### src/rtl/lifs_pkg.sv
// Package with the constants, tables, types and helper function of the icon fade sequencer.
`default_nettype none

package lifs_pkg;

   localparam int ICON_COUNT      = 6;
   localparam int GRID_WIDTH      = 8;
   localparam int GRID_HEIGHT     = 8;
   localparam int PALETTE_ENTRIES = 14;

   localparam int DELTA_W    = 20;
   localparam int TIME_W     = 24;
   localparam int PHASE_W    = 25;
   localparam int SUM_W      = 26;
   localparam int ICON_W     = 3;
   localparam int COORD_W    = 3;
   localparam int CELL_W     = 4;
   localparam int WEIGHT_W   = 8;
   localparam int LEVEL_W    = 8;
   localparam int GAIN_W     = 8;
   localparam int FRAC_BITS  = 16;
   localparam int FADE_W     = FRAC_BITS + 1;
   localparam int BD_W       = 2 * GAIN_W;
   localparam int SCALE_W    = BD_W + FADE_W;
   localparam int PROD_W     = SCALE_W + WEIGHT_W;
   localparam int LEVEL_SHIFT = FRAC_BITS + 2 * GAIN_W;
   localparam int DIV_STEP_W = 5;
   localparam int WRAP_STEPS = SUM_W;
   localparam int FADE_STEPS = FADE_W;

   localparam int CSR_IDX_W  = 3;
   localparam int CSR_DATA_W = TIME_W;
   localparam int REQ_DATA_W = 24;
   localparam int RSP_DATA_W = 32;
   localparam int RSP_PAD_W  = RSP_DATA_W - 2 * COORD_W - 3 * LEVEL_W;

   localparam logic [FADE_W-1:0] FADE_FULL = FADE_W'(1) << FRAC_BITS;

   localparam logic [CSR_IDX_W-1:0] REG_BRIGHTNESS_CAP = 3'd0;
   localparam logic [CSR_IDX_W-1:0] REG_DAMPING_GAIN   = 3'd1;
   localparam logic [CSR_IDX_W-1:0] REG_FADE_IN_TIME   = 3'd2;
   localparam logic [CSR_IDX_W-1:0] REG_HOLD_TIME      = 3'd3;
   localparam logic [CSR_IDX_W-1:0] REG_FADE_OUT_TIME  = 3'd4;

   localparam logic [GAIN_W-1:0] BRIGHTNESS_RESET = 8'd255;
   localparam logic [GAIN_W-1:0] DAMPING_RESET    = 8'd102;
   localparam logic [TIME_W-1:0] FADE_IN_RESET    = 24'd500000;
   localparam logic [TIME_W-1:0] HOLD_RESET       = 24'd3000000;
   localparam logic [TIME_W-1:0] FADE_OUT_RESET   = 24'd500000;

   // Palette entries as {red, green, blue}, each in Q0.8.
   localparam logic [3*WEIGHT_W-1:0] PALETTE [16] = '{
      24'h0DE60D, 24'h0DCD0D, 24'h402E0D, 24'h332608,
      24'h000000, 24'hFFA600, 24'hFF0000, 24'hFFFFF3,
      24'h000000, 24'h0DDA0D, 24'h8000CD, 24'h9A00FF,
      24'h00E6E6, 24'hE6DAB3, 24'h000000, 24'h000000
   };

   // Authored icon rows; column c sits in nibble 7-c of each word.
   localparam logic [31:0] ICON_ROWS [8][8] = '{
      '{32'h99999999, 32'h98899889, 32'h98899889, 32'h99988999,
        32'h99888899, 32'h99888899, 32'h99899899, 32'h99999999},
      '{32'h00000000, 32'h10110012, 32'h12212202, 32'h23223222,
        32'h22223222, 32'h23222232, 32'h22232222, 32'h22222222},
      '{32'h44444444, 32'h45544454, 32'h44544554, 32'h44444544,
        32'h44544444, 32'h44554444, 32'h44444544, 32'h45444444},
      '{32'h66666666, 32'h66666666, 32'h77777777, 32'h88888888,
        32'h78788787, 32'h77777777, 32'h66666666, 32'h66666666},
      '{32'h88888888, 32'h88888888, 32'h88888888, 32'h88888888,
        32'hABA88ABA, 32'h88888888, 32'h88888888, 32'h88888888},
      '{32'h44444444, 32'h4CC444C4, 32'h44C44CC4, 32'h44444C44,
        32'h44C44444, 32'h44CC4444, 32'h44444C44, 32'h4C444444},
      '{32'h88888888, 32'h88888888, 32'h88888888, 32'h88888888,
        32'h88888888, 32'h88888888, 32'h88888888, 32'h88888888},
      '{32'h88888888, 32'h88888888, 32'h88888888, 32'h88888888,
        32'h88888888, 32'h88888888, 32'h88888888, 32'h88888888}
   };

   typedef enum logic [1:0] {
      FADE_UP,
      FADE_HOLD,
      FADE_OFF,
      FADE_DOWN
   } fade_kind_type;

   typedef struct packed {
      logic load_wrap;
      logic clear_phase;
      logic commit_wrap;
      logic start_fade;
      logic const_fade;
      logic commit_fade;
      logic scale_a;
      logic scale_b;
      logic pix_issue;
   } cmd_type;

   typedef struct packed {
      logic          cycle_zero;
      logic          div_busy;
      fade_kind_type fade_kind;
      logic          pipe_advance;
      logic          pix_last;
      logic          s1_valid;
   } sts_type;

   function automatic logic [3*WEIGHT_W-1:0] pixel_weight(
      input logic [ICON_W-1:0]  icon,
      input logic [COORD_W-1:0] row,
      input logic [COORD_W-1:0] col
   );
      logic [31:0]       word;
      logic [CELL_W-1:0] entry;
      word  = ICON_ROWS[icon][row];
      entry = CELL_W'(word >> (CELL_W * (3'd7 - col)));
      if (32'(entry) < PALETTE_ENTRIES) begin
         return PALETTE[entry];
      end
      return '0;
   endfunction

endpackage

`default_nettype wire

### src/rtl/led_icon_fade_sequencer.sv
// Top level of the LED icon fade sequencer: controller, datapath and port packing.
//
// One req transaction carries the microseconds since the previous frame. The block
// advances its phase timer, steps the icon when whole cycles (hold plus fade-out) have
// passed, forms the fade level and then sends the 64 pixels of the current icon,
// rotated 180 degrees, as 64 rsp transactions, row by row; rsp_tlast marks the last.
// The csr channel writes the five registers (index 0 to 4); it is always ready and
// writes are meant to be made only while no frame is in progress.
// On a fade ramp a frame runs, from acceptance until req_tready rises again, through
// the 26-step divider pass of the timer wrap, the 17-step pass of the same divider
// for the fade ramp, the two scaling states, the issue of the 64 pixels and the drain
// of the pixel pipeline. At full or zero fade the fade pass is skipped, and with a
// zero cycle length the wrap pass is skipped as well.
// req_tready is high only between frames. When the receiver stalls, the pixel
// pipeline and the output register hold and the frame simply takes longer.
// Reset is synchronous: registers return to their default values, the phase timer
// and icon index clear, and any frame in progress is dropped.
`default_nettype none

module led_icon_fade_sequencer (
   input  wire logic                                 clock,
   input  wire logic                                 reset,
   input  wire logic                                 req_tvalid,
   output logic                                      req_tready,
   // [19:0] delta_us, [23:20] zero
   input  wire logic [lifs_pkg::REQ_DATA_W-1:0]      req_tdata,
   output logic                                      rsp_tvalid,
   input  wire logic                                 rsp_tready,
   // [2:0] pixel_x, [5:3] pixel_y, [13:6] red_level, [21:14] green_level,
   // [29:22] blue_level, [31:30] zero
   output logic [lifs_pkg::RSP_DATA_W-1:0]           rsp_tdata,
   output logic                                      rsp_tlast,
   input  wire logic                                 csr_valid,
   output logic                                      csr_ready,
   input  wire logic [lifs_pkg::CSR_IDX_W-1:0]       csr_index,
   input  wire logic [lifs_pkg::CSR_DATA_W-1:0]      csr_data
);

   lifs_pkg::cmd_type cmd;
   lifs_pkg::sts_type sts;

   assign csr_ready = 1'b1;

   lifs_ctrl u_ctrl (
      .clock      (clock),
      .reset      (reset),
      .req_tvalid (req_tvalid),
      .req_tready (req_tready),
      .sts        (sts),
      .cmd        (cmd)
   );

   lifs_datapath u_dp (
      .clock      (clock),
      .reset      (reset),
      .cmd        (cmd),
      .sts        (sts),
      .delta_us   (req_tdata[lifs_pkg::DELTA_W-1:0]),
      .csr_write  (csr_valid && csr_ready),
      .csr_index  (csr_index),
      .csr_data   (csr_data),
      .rsp_tvalid (rsp_tvalid),
      .rsp_tready (rsp_tready),
      .rsp_tdata  (rsp_tdata),
      .rsp_tlast  (rsp_tlast)
   );

endmodule

`default_nettype wire

### src/rtl/lifs_div.sv
// Bit-serial restoring divider that also tracks the quotient modulo the icon count.
`default_nettype none

module lifs_div (
   input  wire logic                            clock,
   input  wire logic                            reset,
   input  wire logic                            start,
   input  wire logic [lifs_pkg::PHASE_W-1:0]    rem_init,
   input  wire logic [lifs_pkg::SUM_W-1:0]      bits_init,
   input  wire logic [lifs_pkg::PHASE_W-1:0]    divisor,
   input  wire logic [lifs_pkg::DIV_STEP_W-1:0] steps,
   output logic                                 busy,
   output logic [lifs_pkg::PHASE_W-1:0]         rem,
   output logic [lifs_pkg::FADE_W-1:0]          quot,
   output logic [lifs_pkg::ICON_W-1:0]          qmod
);

   logic                              busy_ff, busy_in;
   logic [lifs_pkg::PHASE_W-1:0]      rem_ff, rem_in;
   logic [lifs_pkg::SUM_W-1:0]        bits_ff, bits_in;
   logic [lifs_pkg::PHASE_W-1:0]      dvs_ff, dvs_in;
   logic [lifs_pkg::DIV_STEP_W-1:0]   cnt_ff, cnt_in;
   logic [lifs_pkg::FADE_W-1:0]       quot_ff, quot_in;
   logic [lifs_pkg::ICON_W-1:0]       qmod_ff, qmod_in;
   logic [lifs_pkg::PHASE_W:0]        trial;
   logic [lifs_pkg::PHASE_W:0]        dvs_ext;
   logic                              ge;
   logic [lifs_pkg::ICON_W:0]         mod_sum;

   always_comb begin
      dvs_ext = {1'b0, dvs_ff};
      trial   = {rem_ff, bits_ff[lifs_pkg::SUM_W-1]};
      ge      = trial >= dvs_ext;
      mod_sum = {qmod_ff, ge};
      if (32'(mod_sum) >= lifs_pkg::ICON_COUNT) begin
         mod_sum = mod_sum - (lifs_pkg::ICON_W + 1)'(lifs_pkg::ICON_COUNT);
      end

      busy_in = busy_ff;
      rem_in  = rem_ff;
      bits_in = bits_ff;
      dvs_in  = dvs_ff;
      cnt_in  = cnt_ff;
      quot_in = quot_ff;
      qmod_in = qmod_ff;
      if (start) begin
         busy_in = 1'b1;
         rem_in  = rem_init;
         bits_in = bits_init;
         dvs_in  = divisor;
         cnt_in  = steps;
         quot_in = '0;
         qmod_in = '0;
      end else if (busy_ff) begin
         rem_in  = ge ? lifs_pkg::PHASE_W'(trial - dvs_ext) : lifs_pkg::PHASE_W'(trial);
         bits_in = bits_ff << 1;
         quot_in = {quot_ff[lifs_pkg::FADE_W-2:0], ge};
         qmod_in = lifs_pkg::ICON_W'(mod_sum);
         cnt_in  = cnt_ff - lifs_pkg::DIV_STEP_W'(1);
         busy_in = cnt_ff != lifs_pkg::DIV_STEP_W'(1);
      end
   end

   always_ff @(posedge clock) begin
      if (reset) begin
         busy_ff <= 1'b0;
      end else begin
         busy_ff <= busy_in;
      end
      rem_ff  <= rem_in;
      bits_ff <= bits_in;
      dvs_ff  <= dvs_in;
      cnt_ff  <= cnt_in;
      quot_ff <= quot_in;
      qmod_ff <= qmod_in;
   end

   assign busy = busy_ff;
   assign rem  = rem_ff;
   assign quot = quot_ff;
   assign qmod = qmod_ff;

endmodule

`default_nettype wire

### src/rtl/lifs_datapath.sv
// Datapath: registers, phase timer, icon index, fade, scale and the pixel pipeline.
`default_nettype none

module lifs_datapath (
   input  wire logic                              clock,
   input  wire logic                              reset,
   input  wire lifs_pkg::cmd_type                 cmd,
   output lifs_pkg::sts_type                      sts,
   input  wire logic [lifs_pkg::DELTA_W-1:0]      delta_us,
   input  wire logic                              csr_write,
   input  wire logic [lifs_pkg::CSR_IDX_W-1:0]    csr_index,
   input  wire logic [lifs_pkg::CSR_DATA_W-1:0]   csr_data,
   output logic                                   rsp_tvalid,
   input  wire logic                              rsp_tready,
   output logic [lifs_pkg::RSP_DATA_W-1:0]        rsp_tdata,
   output logic                                   rsp_tlast
);

   logic [lifs_pkg::GAIN_W-1:0]   bright_ff, damp_ff;
   logic [lifs_pkg::TIME_W-1:0]   fade_in_ff, hold_ff, fade_out_ff;
   logic [lifs_pkg::PHASE_W-1:0]  phase_ff, phase_in;
   logic [lifs_pkg::ICON_W-1:0]   icon_ff, icon_in;
   logic [lifs_pkg::FADE_W-1:0]   fade_ff;
   logic [lifs_pkg::BD_W-1:0]     bd_ff;
   logic [lifs_pkg::SCALE_W-1:0]  scale_ff;

   logic [lifs_pkg::PHASE_W-1:0]  cycle_len;
   logic [lifs_pkg::SUM_W-1:0]    sum;
   logic [lifs_pkg::ICON_W:0]     icon_sum;
   lifs_pkg::fade_kind_type       kind;
   logic [lifs_pkg::PHASE_W-1:0]  numer;
   logic [lifs_pkg::PHASE_W-1:0]  fade_dvs;

   logic                             div_start, div_busy;
   logic [lifs_pkg::PHASE_W-1:0]     div_rem_init, div_divisor, div_rem;
   logic [lifs_pkg::SUM_W-1:0]       div_bits;
   logic [lifs_pkg::DIV_STEP_W-1:0]  div_steps;
   logic [lifs_pkg::FADE_W-1:0]      div_quot;
   logic [lifs_pkg::ICON_W-1:0]      div_qmod;

   logic [lifs_pkg::COORD_W-1:0]     x_ff, y_ff;
   logic                             pix_last;
   logic                             advance;

   logic                             s1_valid_ff;
   logic [3*lifs_pkg::WEIGHT_W-1:0]  s1_weight_ff;
   logic [lifs_pkg::COORD_W-1:0]     s1_x_ff, s1_y_ff;
   logic                             s1_last_ff;

   logic                             out_valid_ff;
   logic [lifs_pkg::COORD_W-1:0]     out_x_ff, out_y_ff;
   logic [lifs_pkg::LEVEL_W-1:0]     out_r_ff, out_g_ff, out_b_ff;
   logic                             out_last_ff;
   logic [lifs_pkg::PROD_W-1:0]      prod_r, prod_g, prod_b;

   always_ff @(posedge clock) begin
      if (reset) begin
         bright_ff   <= lifs_pkg::BRIGHTNESS_RESET;
         damp_ff     <= lifs_pkg::DAMPING_RESET;
         fade_in_ff  <= lifs_pkg::FADE_IN_RESET;
         hold_ff     <= lifs_pkg::HOLD_RESET;
         fade_out_ff <= lifs_pkg::FADE_OUT_RESET;
      end else if (csr_write) begin
         unique case (csr_index)
            lifs_pkg::REG_BRIGHTNESS_CAP: bright_ff   <= csr_data[lifs_pkg::GAIN_W-1:0];
            lifs_pkg::REG_DAMPING_GAIN:   damp_ff     <= csr_data[lifs_pkg::GAIN_W-1:0];
            lifs_pkg::REG_FADE_IN_TIME:   fade_in_ff  <= csr_data;
            lifs_pkg::REG_HOLD_TIME:      hold_ff     <= csr_data;
            lifs_pkg::REG_FADE_OUT_TIME:  fade_out_ff <= csr_data;
            default: begin
            end
         endcase
      end
   end

   always_comb begin
      cycle_len = lifs_pkg::PHASE_W'(hold_ff) + lifs_pkg::PHASE_W'(fade_out_ff);
      sum       = lifs_pkg::SUM_W'(phase_ff) + lifs_pkg::SUM_W'(delta_us);

      if (phase_ff < lifs_pkg::PHASE_W'(fade_in_ff)) begin
         kind = lifs_pkg::FADE_UP;
      end else if (phase_ff < lifs_pkg::PHASE_W'(hold_ff)) begin
         kind = lifs_pkg::FADE_HOLD;
      end else if (fade_out_ff == '0 || phase_ff >= cycle_len) begin
         kind = lifs_pkg::FADE_OFF;
      end else begin
         kind = lifs_pkg::FADE_DOWN;
      end

      if (kind == lifs_pkg::FADE_UP) begin
         numer    = phase_ff;
         fade_dvs = lifs_pkg::PHASE_W'(fade_in_ff);
      end else begin
         numer    = cycle_len - phase_ff;
         fade_dvs = lifs_pkg::PHASE_W'(fade_out_ff);
      end

      // The fade quotient is numer * 2^16 / divisor with numer not above the divisor,
      // so the top bits of the dividend are preloaded as the partial remainder.
      div_start = cmd.load_wrap | cmd.start_fade;
      if (cmd.load_wrap) begin
         div_rem_init = '0;
         div_bits     = sum;
         div_divisor  = cycle_len;
         div_steps    = lifs_pkg::DIV_STEP_W'(lifs_pkg::WRAP_STEPS);
      end else begin
         div_rem_init = numer >> 1;
         div_bits     = {numer[0], (lifs_pkg::SUM_W - 1)'(0)};
         div_divisor  = fade_dvs;
         div_steps    = lifs_pkg::DIV_STEP_W'(lifs_pkg::FADE_STEPS);
      end

      icon_sum = {1'b0, icon_ff} + {1'b0, div_qmod};
      if (32'(icon_sum) >= lifs_pkg::ICON_COUNT) begin
         icon_sum = icon_sum - (lifs_pkg::ICON_W + 1)'(lifs_pkg::ICON_COUNT);
      end

      phase_in = phase_ff;
      icon_in  = icon_ff;
      if (cmd.clear_phase) begin
         phase_in = '0;
      end else if (cmd.commit_wrap) begin
         phase_in = div_rem;
         icon_in  = lifs_pkg::ICON_W'(icon_sum);
      end
   end

   lifs_div u_div (
      .clock     (clock),
      .reset     (reset),
      .start     (div_start),
      .rem_init  (div_rem_init),
      .bits_init (div_bits),
      .divisor   (div_divisor),
      .steps     (div_steps),
      .busy      (div_busy),
      .rem       (div_rem),
      .quot      (div_quot),
      .qmod      (div_qmod)
   );

   always_ff @(posedge clock) begin
      if (reset) begin
         phase_ff <= '0;
         icon_ff  <= '0;
      end else begin
         phase_ff <= phase_in;
         icon_ff  <= icon_in;
      end
   end

   always_ff @(posedge clock) begin
      if (cmd.const_fade) begin
         fade_ff <= (kind == lifs_pkg::FADE_HOLD) ? lifs_pkg::FADE_FULL : '0;
      end else if (cmd.commit_fade) begin
         fade_ff <= div_quot;
      end
      if (cmd.scale_a) begin
         bd_ff <= lifs_pkg::BD_W'(bright_ff) * lifs_pkg::BD_W'(damp_ff);
      end
      if (cmd.scale_b) begin
         scale_ff <= lifs_pkg::SCALE_W'(bd_ff) * lifs_pkg::SCALE_W'(fade_ff);
      end
   end

   assign advance  = !out_valid_ff || rsp_tready;
   assign pix_last = (x_ff == lifs_pkg::COORD_W'(lifs_pkg::GRID_WIDTH - 1)) &&
                     (y_ff == lifs_pkg::COORD_W'(lifs_pkg::GRID_HEIGHT - 1));

   always_ff @(posedge clock) begin
      if (reset) begin
         x_ff <= '0;
         y_ff <= '0;
      end else if (cmd.pix_issue) begin
         if (x_ff == lifs_pkg::COORD_W'(lifs_pkg::GRID_WIDTH - 1)) begin
            x_ff <= '0;
            if (y_ff == lifs_pkg::COORD_W'(lifs_pkg::GRID_HEIGHT - 1)) begin
               y_ff <= '0;
            end else begin
               y_ff <= y_ff + lifs_pkg::COORD_W'(1);
            end
         end else begin
            x_ff <= x_ff + lifs_pkg::COORD_W'(1);
         end
      end
   end

   always_comb begin
      prod_r = lifs_pkg::PROD_W'(scale_ff) *
               lifs_pkg::PROD_W'(s1_weight_ff[3*lifs_pkg::WEIGHT_W-1:2*lifs_pkg::WEIGHT_W]);
      prod_g = lifs_pkg::PROD_W'(scale_ff) *
               lifs_pkg::PROD_W'(s1_weight_ff[2*lifs_pkg::WEIGHT_W-1:lifs_pkg::WEIGHT_W]);
      prod_b = lifs_pkg::PROD_W'(scale_ff) *
               lifs_pkg::PROD_W'(s1_weight_ff[lifs_pkg::WEIGHT_W-1:0]);
   end

   always_ff @(posedge clock) begin
      if (reset) begin
         s1_valid_ff  <= 1'b0;
         out_valid_ff <= 1'b0;
      end else if (advance) begin
         s1_valid_ff  <= cmd.pix_issue;
         out_valid_ff <= s1_valid_ff;
      end
      if (advance) begin
         s1_weight_ff <= lifs_pkg::pixel_weight(icon_ff,
            lifs_pkg::COORD_W'(lifs_pkg::GRID_HEIGHT - 1) - y_ff,
            lifs_pkg::COORD_W'(lifs_pkg::GRID_WIDTH - 1) - x_ff);
         s1_x_ff      <= x_ff;
         s1_y_ff      <= y_ff;
         s1_last_ff   <= pix_last;
         out_x_ff     <= s1_x_ff;
         out_y_ff     <= s1_y_ff;
         out_last_ff  <= s1_last_ff;
         out_r_ff     <= lifs_pkg::LEVEL_W'(prod_r >> lifs_pkg::LEVEL_SHIFT);
         out_g_ff     <= lifs_pkg::LEVEL_W'(prod_g >> lifs_pkg::LEVEL_SHIFT);
         out_b_ff     <= lifs_pkg::LEVEL_W'(prod_b >> lifs_pkg::LEVEL_SHIFT);
      end
   end

   assign rsp_tvalid = out_valid_ff;
   assign rsp_tlast  = out_last_ff;
   assign rsp_tdata  = {lifs_pkg::RSP_PAD_W'(0), out_b_ff, out_g_ff, out_r_ff,
                        out_y_ff, out_x_ff};

   always_comb begin
      sts.cycle_zero   = cycle_len == '0;
      sts.div_busy     = div_busy;
      sts.fade_kind    = kind;
      sts.pipe_advance = advance;
      sts.pix_last     = pix_last;
      sts.s1_valid     = s1_valid_ff;
   end

endmodule

`default_nettype wire

### src/rtl/lifs_ctrl.sv
// Controller state machine that sequences timer update, fade division, scaling and pixel output.
`default_nettype none

module lifs_ctrl (
   input  wire logic               clock,
   input  wire logic               reset,
   input  wire logic               req_tvalid,
   output logic                    req_tready,
   input  wire lifs_pkg::sts_type  sts,
   output lifs_pkg::cmd_type       cmd
);

   typedef enum logic [2:0] {
      S_IDLE,
      S_WRAP,
      S_FADE,
      S_FDIV,
      S_SCALE_A,
      S_SCALE_B,
      S_EMIT,
      S_DRAIN
   } state_type;

   state_type state_ff, state_in;

   always_comb begin
      state_in = state_ff;
      cmd      = '0;
      unique case (state_ff)
         S_IDLE: begin
            if (req_tvalid) begin
               if (sts.cycle_zero) begin
                  cmd.clear_phase = 1'b1;
                  state_in        = S_FADE;
               end else begin
                  cmd.load_wrap = 1'b1;
                  state_in      = S_WRAP;
               end
            end
         end
         S_WRAP: begin
            if (!sts.div_busy) begin
               cmd.commit_wrap = 1'b1;
               state_in        = S_FADE;
            end
         end
         S_FADE: begin
            if (sts.fade_kind == lifs_pkg::FADE_UP || sts.fade_kind == lifs_pkg::FADE_DOWN) begin
               cmd.start_fade = 1'b1;
               state_in       = S_FDIV;
            end else begin
               cmd.const_fade = 1'b1;
               state_in       = S_SCALE_A;
            end
         end
         S_FDIV: begin
            if (!sts.div_busy) begin
               cmd.commit_fade = 1'b1;
               state_in        = S_SCALE_A;
            end
         end
         S_SCALE_A: begin
            cmd.scale_a = 1'b1;
            state_in    = S_SCALE_B;
         end
         S_SCALE_B: begin
            cmd.scale_b = 1'b1;
            state_in    = S_EMIT;
         end
         S_EMIT: begin
            if (sts.pipe_advance) begin
               cmd.pix_issue = 1'b1;
               if (sts.pix_last) begin
                  state_in = S_DRAIN;
               end
            end
         end
         S_DRAIN: begin
            if (!sts.s1_valid) begin
               state_in = S_IDLE;
            end
         end
         default: begin
            state_in = S_IDLE;
         end
      endcase
   end

   always_ff @(posedge clock) begin
      if (reset) begin
         state_ff <= S_IDLE;
      end else begin
         state_ff <= state_in;
      end
   end

   assign req_tready = state_ff == S_IDLE;

endmodule

`default_nettype wire

### config.mk
export PLATFORM = sky130hd
export DESIGN_NAME = led_icon_fade_sequencer
export DESIGN_NICKNAME = d
export VERILOG_FILES = /design/src/rtl/lifs_pkg.sv /design/src/rtl/led_icon_fade_sequencer.sv /design/src/rtl/lifs_div.sv /design/src/rtl/lifs_datapath.sv /design/src/rtl/lifs_ctrl.sv
export SDC_FILE = /design/constraint.sdc
export NUM_CORES = 2
export LEC_CHECK = 0
export ABC_CLOCK_PERIOD_IN_PS = 8150
export BUFFER_PORTS_ARGS = -buffer_cell sky130_fd_sc_hd__buf_2
export CAP_MARGIN = 20
export CORE_ASPECT_RATIO = 2
export CORE_MARGIN = 2
export CORE_UTILIZATION = 60
export DETAILED_ROUTE_END_ITERATION = 8
export PLACE_DENSITY = 0.8
export SLEW_MARGIN = 10
export SYNTH_ARGS = -nofsm -noshare
export SYNTH_HDL_FRONTEND = slang
export SYNTH_SLANG_ARGS = --single-unit
### constraint.sdc
create_clock -name clock -period 8.15 [get_ports clock]
set_input_delay 0 -clock clock [delete_from_list [all_inputs] [get_ports clock]]
set_output_delay 0 -clock clock [all_outputs]
set_load 0.01 [all_outputs]
# Word-level counts from Yosys, hierarchy flattened
# Memories as Yosys holds them, arrays and structs flattened. A register that Yosys moved wholly into a read port is not among the register bits.
# Cells that the tools add are included.
# W data, S select, Z words.
# totals
input_bits	56
romBits	2432
latchBits	0
memories	2
out_inout_bits	36
reg_bits	333
mem_bits_rw	0
# mem_list
name	words	width	read_ports	rd_clocked_by_memory_dff	wr	line	rtl
(no name shown)	8	256	1	0	0	lifs_pkg.sv:114	word = ICON_ROWS[icon][row];
(no name shown)	16	24	1	1	0	lifs_pkg.sv:117	return PALETTE[entry];
# classes
n_mux	55
mul	5
magnitude_cmp	9
n_bitwise	5
div	0
n_reduce_logical	22
n_eq_ne	22
n_addsub	13
shifts	1
# ops
operator	n
$mux W256	2
$mux W25	5
$mul A33 B8 Y40	3
$bmux W32 S3	1
$mux W26	3
$mux W32	2
$mux W17	3
$lt A25 B24 Y1	2
$sub A25 B25 Y25	2
$mux W24	2
$mul A16 B17 Y33	1
$mux W3	11
$shr A32 B32 Y4	1
$add A25 B20 Y26	1
$ge A26 B25 Y1	1
$add A24 B24 Y25	1
$ge A25 B25 Y1	1
$logic_not A25 Y1	1
$logic_not A24 Y1	1
$pmux W3 S8	1
$eq A3 B3 Y1 const B	7
$mul A8 B8 Y16	1
$mux W1	16
$reduce_and A2 Y1	7
31 further kinds	56

# Longest topological paths before layout
# logic_depth
depth_word	12
mapped_depth	28

# By module
# Synthesis repeated with hierarchy kept, for this count alone.
# hier_totals
cells_unflattened	6017
area_unflattened_um2	54046.8
# by_module_without_submodules
module	cells_per_inst	area_per_inst_um2	instances	seq_area_each_um2
lifs_datapath	5414	47808.4	1	6296.0
lifs_div	558	5913.2	1	2832.7
lifs_ctrl	43	314.1	1	60.1
led_icon_fade_sequencer	2	11.3	1	0.0

# Worst setup path before layout
# Ideal clock, no wire load.
# synth_timing
path_kind	register to register
start	register u_dp.fade_out_ff[0] (netlist bit)
end	register u_dp.u_div.bits_ff[0] (netlist bit) (enable)
arrival_time_ns	6.129
required_ns	7.734
path_slack_ns	1.605
path_stages_with_launch	24
period_less_slack_ns	6.545
cell_sequence	dfxtp_1 -> ha_1 -> fa_1 -> a211oi_2 -> o211ai_1 -> nand4_1 -> and3_1 -> clkbuf_1 -> a211oi_1 -> nor2_1 -> xnor2_1 -> ha_1 -> a21o_1 -> a21o_1 -> or3_1 -> o21ai_0 -> a21oi_1 -> a31oi_1 -> nand2b_1 -> a211oi_1 -> o21ai_0 -> ha_1 -> nor3_1 -> or3_1
# synth_between
elab_chain_len	12
elab_cells_between_ends	18
cone_classes	add/sub: 1; order compare: 1; eq/ne: 1; mux: 8; bitwise: 1; reduce/logical: 6
# synth_rtl
item	line	rtl
start, declared	lifs_datapath.sv:20	logic [lifs_pkg::TIME_W-1:0] fade_in_ff, hold_ff, fade_out_ff;
start signal, assigned	lifs_datapath.sv:62	fade_out_ff <= lifs_pkg::FADE_OUT_RESET;
start signal, assigned	lifs_datapath.sv:69	lifs_pkg::REG_FADE_OUT_TIME: fade_out_ff <= csr_data;
$add A24 B24 Y25	lifs_datapath.sv:77	cycle_len = lifs_pkg::PHASE_W'(hold_ff) + lifs_pkg::PHASE_W'(fade_out_ff);
$ge A25 B25 Y1	lifs_datapath.sv:84	end else if (fade_out_ff == '0 || phase_ff >= cycle_len) begin
$logic_or A1 B1 Y1	lifs_datapath.sv:84	
$mux W1	lifs_datapath.sv:84	
$mux W2	lifs_datapath.sv:82	end else if (phase_ff < lifs_pkg::PHASE_W'(hold_ff)) begin
$mux W2	lifs_datapath.sv:80	if (phase_ff < lifs_pkg::PHASE_W'(fade_in_ff)) begin
$eq A2 B2 Y1 / $logic_not A2 Y1 (equally long branches)	lifs_ctrl.sv:48	if (sts.fade_kind == lifs_pkg::FADE_UP || sts.fade_kind == lifs_pkg::FADE_DOWN) begin
$logic_or A1 B1 Y1	lifs_ctrl.sv:48	
$mux W1	lifs_ctrl.sv:48	
$mux W2	lifs_ctrl.sv:29	unique case (state_ff)
$or A1 B1 Y1 (*)	lifs_datapath.sv:100	div_start = cmd.load_wrap | cmd.start_fade;
$reduce_bool A2 Y1 (no line) (*)	n/a	
end signal, assigned	lifs_div.sv:71	bits_ff <= bits_in;
end, declared	lifs_div.sv:20	logic [lifs_pkg::SUM_W-1:0] bits_ff, bits_in;
# Mark *: on every way between the ends. The rest lies on a longest branch, timed or not.
# A chain may end at the register's enable or synchronous reset.

# Final worst setup path
# layout_timing
start	register u_dp.bd_ff[1] (netlist bit)
end	register u_dp.scale_ff[31] (netlist bit) (data pin)
# layout_between
elab_chain_len	1
# layout_rtl
item	line	rtl
start, declared	lifs_datapath.sv:24	logic [lifs_pkg::BD_W-1:0] bd_ff;
start signal, assigned	lifs_datapath.sv:159	bd_ff <= lifs_pkg::BD_W'(bright_ff) * lifs_pkg::BD_W'(damp_ff);
$mul A16 B17 Y33	lifs_datapath.sv:162	scale_ff <= lifs_pkg::SCALE_W'(bd_ff) * lifs_pkg::SCALE_W'(fade_ff);
end signal, assigned	lifs_datapath.sv:162	
end, declared	lifs_datapath.sv:25	logic [lifs_pkg::SCALE_W-1:0] scale_ff;
# Every way passes these cells.

==> metrics.md <==
| Metric | Value |
|---|---|
| Starting density of the core | `between 60% and 70%` |
| Number of enable-type register cells in the synthesized netlist | `208` |
| Root cell of the clock tree | `clkbuf_16` |
| Cell taking the most area after synthesis | `fa_1` |
| Portion of the post-synthesis area used by sequential elements | `around 17%` |
| Maximum net fanout on the critical path | `17` |
| Vias post-DR | `between 40000 and 50000` |
| First-pass GRT wire length | `between 200 and 250 mm` |
| Final TNS setup | `0 ns` |
| Core box area | `between 80000 and 90000 µm²` |
| Number of global-route vias before repair | `~47000` |
| Routability-driven placement congestion ratio | `between 1 and 1.5` |
| Required time reported for the critical path endpoint | `~8.5 ns` |
| CTS max path bufs | `3` |
| Detailed-route DRC error count | `0` |
| Synth async-reset ratio | `0%` |
| Arrival time of data at the critical path endpoint | `between 7 and 8 ns` |
| I/O pin count | `between 90 and 100` |
| Row cnt | `between 150 and 200` |
| Number of input and output port buffers inserted | `between 80 and 90` |
| First-pass detailed-route iteration total | `6` |
| # setup viols final | `0` |
| Post-layout minimum cycle time | `between 7 and 8 ns` |
| Worst stage delay on the critical path | `0.90 ns` |
| Setup skew after layout | `0.0453 ns` |
| Number of nets in the final layout | `just over 7000` |
| Pin count of the biggest net entering global routing | `70` |
| Count of maximum capacitance violations | `0` |
| Slowest cell on the critical path | `edfxtp_1` |
| Critical path depth in cells | `21` |
| Classification of the worst-slack hold path | `in -> reg` |
| Number of routed nets with antenna violations | `0` |
| Peak clock frequency supported by timing | `143 MHz` |
| Number of filler instances in the final layout | `~7300` |
| Critical path launch point type | `flop` |
| Most common cell after layout, fill and taps aside | `nand2_1` |
| Timing startpoint of the critical path | `u_dp.bd_ff[1]` |
| Share of final-layout standard cells stronger than drive strength 1 | `5.05%` |
| Summed instance area of the synthesized netlist | `between 50000 and 60000 µm²` |
| Critical path endpoint category | `flop` |
| Unrepaired setup endpoints after global routing | `no` |
| H-Tree Depth | `2` |
| Combined global-route utilization of all metal layers | `approximately 35%` |
| Die extent in y | `~430 µm` |
| Measured slew at the worst slew-check pin | `approximately 1.2 ns` |
| Clock latency at the later pin of the worst-skew pair | `slightly above 0.6 ns` |
| Fin. Hold Viols | `0` |
| Worst setup path endpoint | `u_dp.scale_ff[31]` |
| Clock-pin transition on the worst setup and hold timing paths | `roughly 0.070 ns` |
| Via count normalized by instance count | `6.02` |
| Headroom to the max-slew limit | `20.8%` |
| Delay-heaviest family, CP | `adder cells` |
| Count of synthesis-stage warnings from yosys | `0` |
| Final period util | `between 80% and 90%` |
| Worst reg2reg setup slack | `~1.1 ns` |
| Detail Placement HPWL | `~120 mm` |
| Seq cells post-synth | `between 300 and 400` |
| Horizontal die dimension | `between 200 and 250 µm` |
| Critical R2R Capture | `u_dp.scale_ff[31]` |
| Distinct cell type count of the synthesized netlist | `94` |
| Cell count after synthesis | `a little under 6000` |
| Synth area leaders | `fa_1 (30%), edfxtp_1 (12%), ha_1 (11%)` |
| Synthesis-to-finish area growth | `5.52%` |
| Sinks on Clock Net | `between 300 and 400` |
| Worst setup path category | `reg -> reg` |
| Number of buffers added by the clock tree synthesis step | `36` |
| Startpoint of the most critical register-to-register path | `u_dp.bd_ff[1]` |
| WL/cell | `between 20 and 25 µm` |
| Result of the run | `completed` |
| Critical path cell sequence | `nand2_1 > fa_1 > fa_1 > inv_1 > fa_1 > fa_1 > fa_1 > inv_1 > fa_1 > inv_1 > ha_1 > nand3_1 > nor2_1 > nand2_1 > nor3_1 > nand3_1 > a32oi_1 > a311o_1 > a31o_2 > a21oi_1 > xnor2_1` |
| Initial antenna violation count | `4` |
| Clock tree from TritonCTS | `yes` |
| Count of pins over their slew limit | `0` |
| Global route overflow | `0` |
| Final wirelength | `154 mm` |
| First DRT Iteration DRCs | `2891` |
| Area of the die | `just over 90000 µm²` |
| CP bufs+invs | `3` |
| Share of the synthesized area in the top cell type | `about 30%` |
| Depth of the worst register-to-register path | `21` |
| Most used flip-flop cell after synthesis | `edfxtp_1` |
| Syn avg cell area | `between 8 and 9 µm²` |
| Top library cells by usage in the layout, fill and taps aside | `nand2_1 (984), inv_1 (903), fa_1 (801), and2_1 (505), ha_1 (476)` |
| Cell occurring most often along the worst timing path | `fa_1` |
[cell usage after synthesis, types with 102 or more instances]
| master | instances |
|---|---|
| a21o_1 | 102 |
| a21oi_1 | 273 |
| and2_1 | 505 |
| clkbuf_1 | 269 |
| dfxtp_1 | 147 |
| edfxtp_1 | 208 |
| fa_1 | 801 |
| ha_1 | 477 |
| inv_1 | 904 |
| nand2_1 | 984 |
| nor2_1 | 158 |
| o21ai_0 | 158 |
[state kept, by name, indices dropped and copies added (netlist names), 16 cells and up]
name and count:
u_dp.fade_ff 17, u_dp.u_div.rem 25, u_dp.s1_weight_ff 23, u_dp.u_div.dvs_ff 25, u_dp.bd_ff 16, u_dp.u_div.bits_ff 26
u_dp.fade_in_ff 24, u_dp.phase_ff 25, u_dp.u_div.quot 17, u_dp.fade_out_ff 24, u_dp.hold_ff 24, u_dp.scale_ff 33
[tightest hold or removal path: stages]
cell,delay [ns]
buf_2,0.08
ha_1,0.20
xor2_1,0.08
mux2i_1,0.12
[final cells by class]
type / count / area (µm²) / area share [%]
inverters: 905 / 3400 / 6.04
diodes: 4 / 10.0 / 0.0178
clock buffers: 45 / 997 / 1.77
well taps: 1170 / 1460 / 2.60
flip-flops and latches: 355 / 9190 / 16.3
repair buffers: 196 / 1390 / 2.48
multi-input cells: 4396 / 39600 / 70.4
clock inverters: 20 / 168 / 0.298
[stage by stage]
| stage | std cells | hold WS, ns | worst slack (ns) | instance area (µm²) | utilization [%] |
|---|---|---|---|---|---|
| 5_1_grt | 7090 | 0.0475 | 0.869 | 56200 | 63.8 |
| 3_3_place_gp | 6985 | 0.251 | 1.39 | 54600 | 62.0 |
| 4_1_cts | 7082 | 0.00717 | 1.25 | 56100 | 63.7 |
| 3_5_place_dp | 6985 | 0.253 | 1.32 | 54600 | 62.0 |
| 2_1_floorplan | 5950 | 0.124 | 1.61 | 53300 | - |
| 6_report | 7091 | 0.0321 | 1.13 | 56200 | 63.8 |
[cell families (layout without fill, tap and decap cells)]
kind of cell	after synthesis	count (layout)	synth area share [%]
and+or+nand+nor	2006	2006	18.0
adders and majority gates	1278	1278	41.3
buffers and inverters	1199	1166	8.53
AOI/OAI and AO/OA	841	841	10.0
DFF	355	355	17.2
xor gates and xnor gates	148	148	2.43
muxes	120	120	2.39
other	2	7	0.0141
[timing repair]
action / in CTS / in global routing
hold buffers: 32 / 0
gates resized for setup: 0 / 0
endpoints found under the hold margin: 102 / 0
buffers inserted: 0 / 0
[per-layer routing]
layer	global-route usage, %	wire length, µm	up-vias
met2	64.3	80800	1790
li1	-	-	18900
met5	0	10	-
met3	5.64	8390	892
met4	36.4	19700	2
met1	30.0	45100	21000
[worst min path at each step]
stage	startpoint	endpoint	slack [ns]	cells past startpoint
floorplan	csr_data[0]	u_dp.bright_ff[0]	0.12	2
CTS	req_tdata[9]	u_dp.u_div.bits_ff[9]	0.007	4
finish	req_tdata[9]	u_dp.u_div.bits_ff[9]	0.03	4
detailed placement	csr_data[17]	u_dp.fade_out_ff[17]	0.25	3
global route	req_tdata[10]	u_dp.u_div.bits_ff[10]	0.05	4
global placement	csr_data[17]	u_dp.fade_out_ff[17]	0.25	3
Power is not shown: default switching activity piles up to over one toggle a cycle in this logic, so the estimate is an artifact.
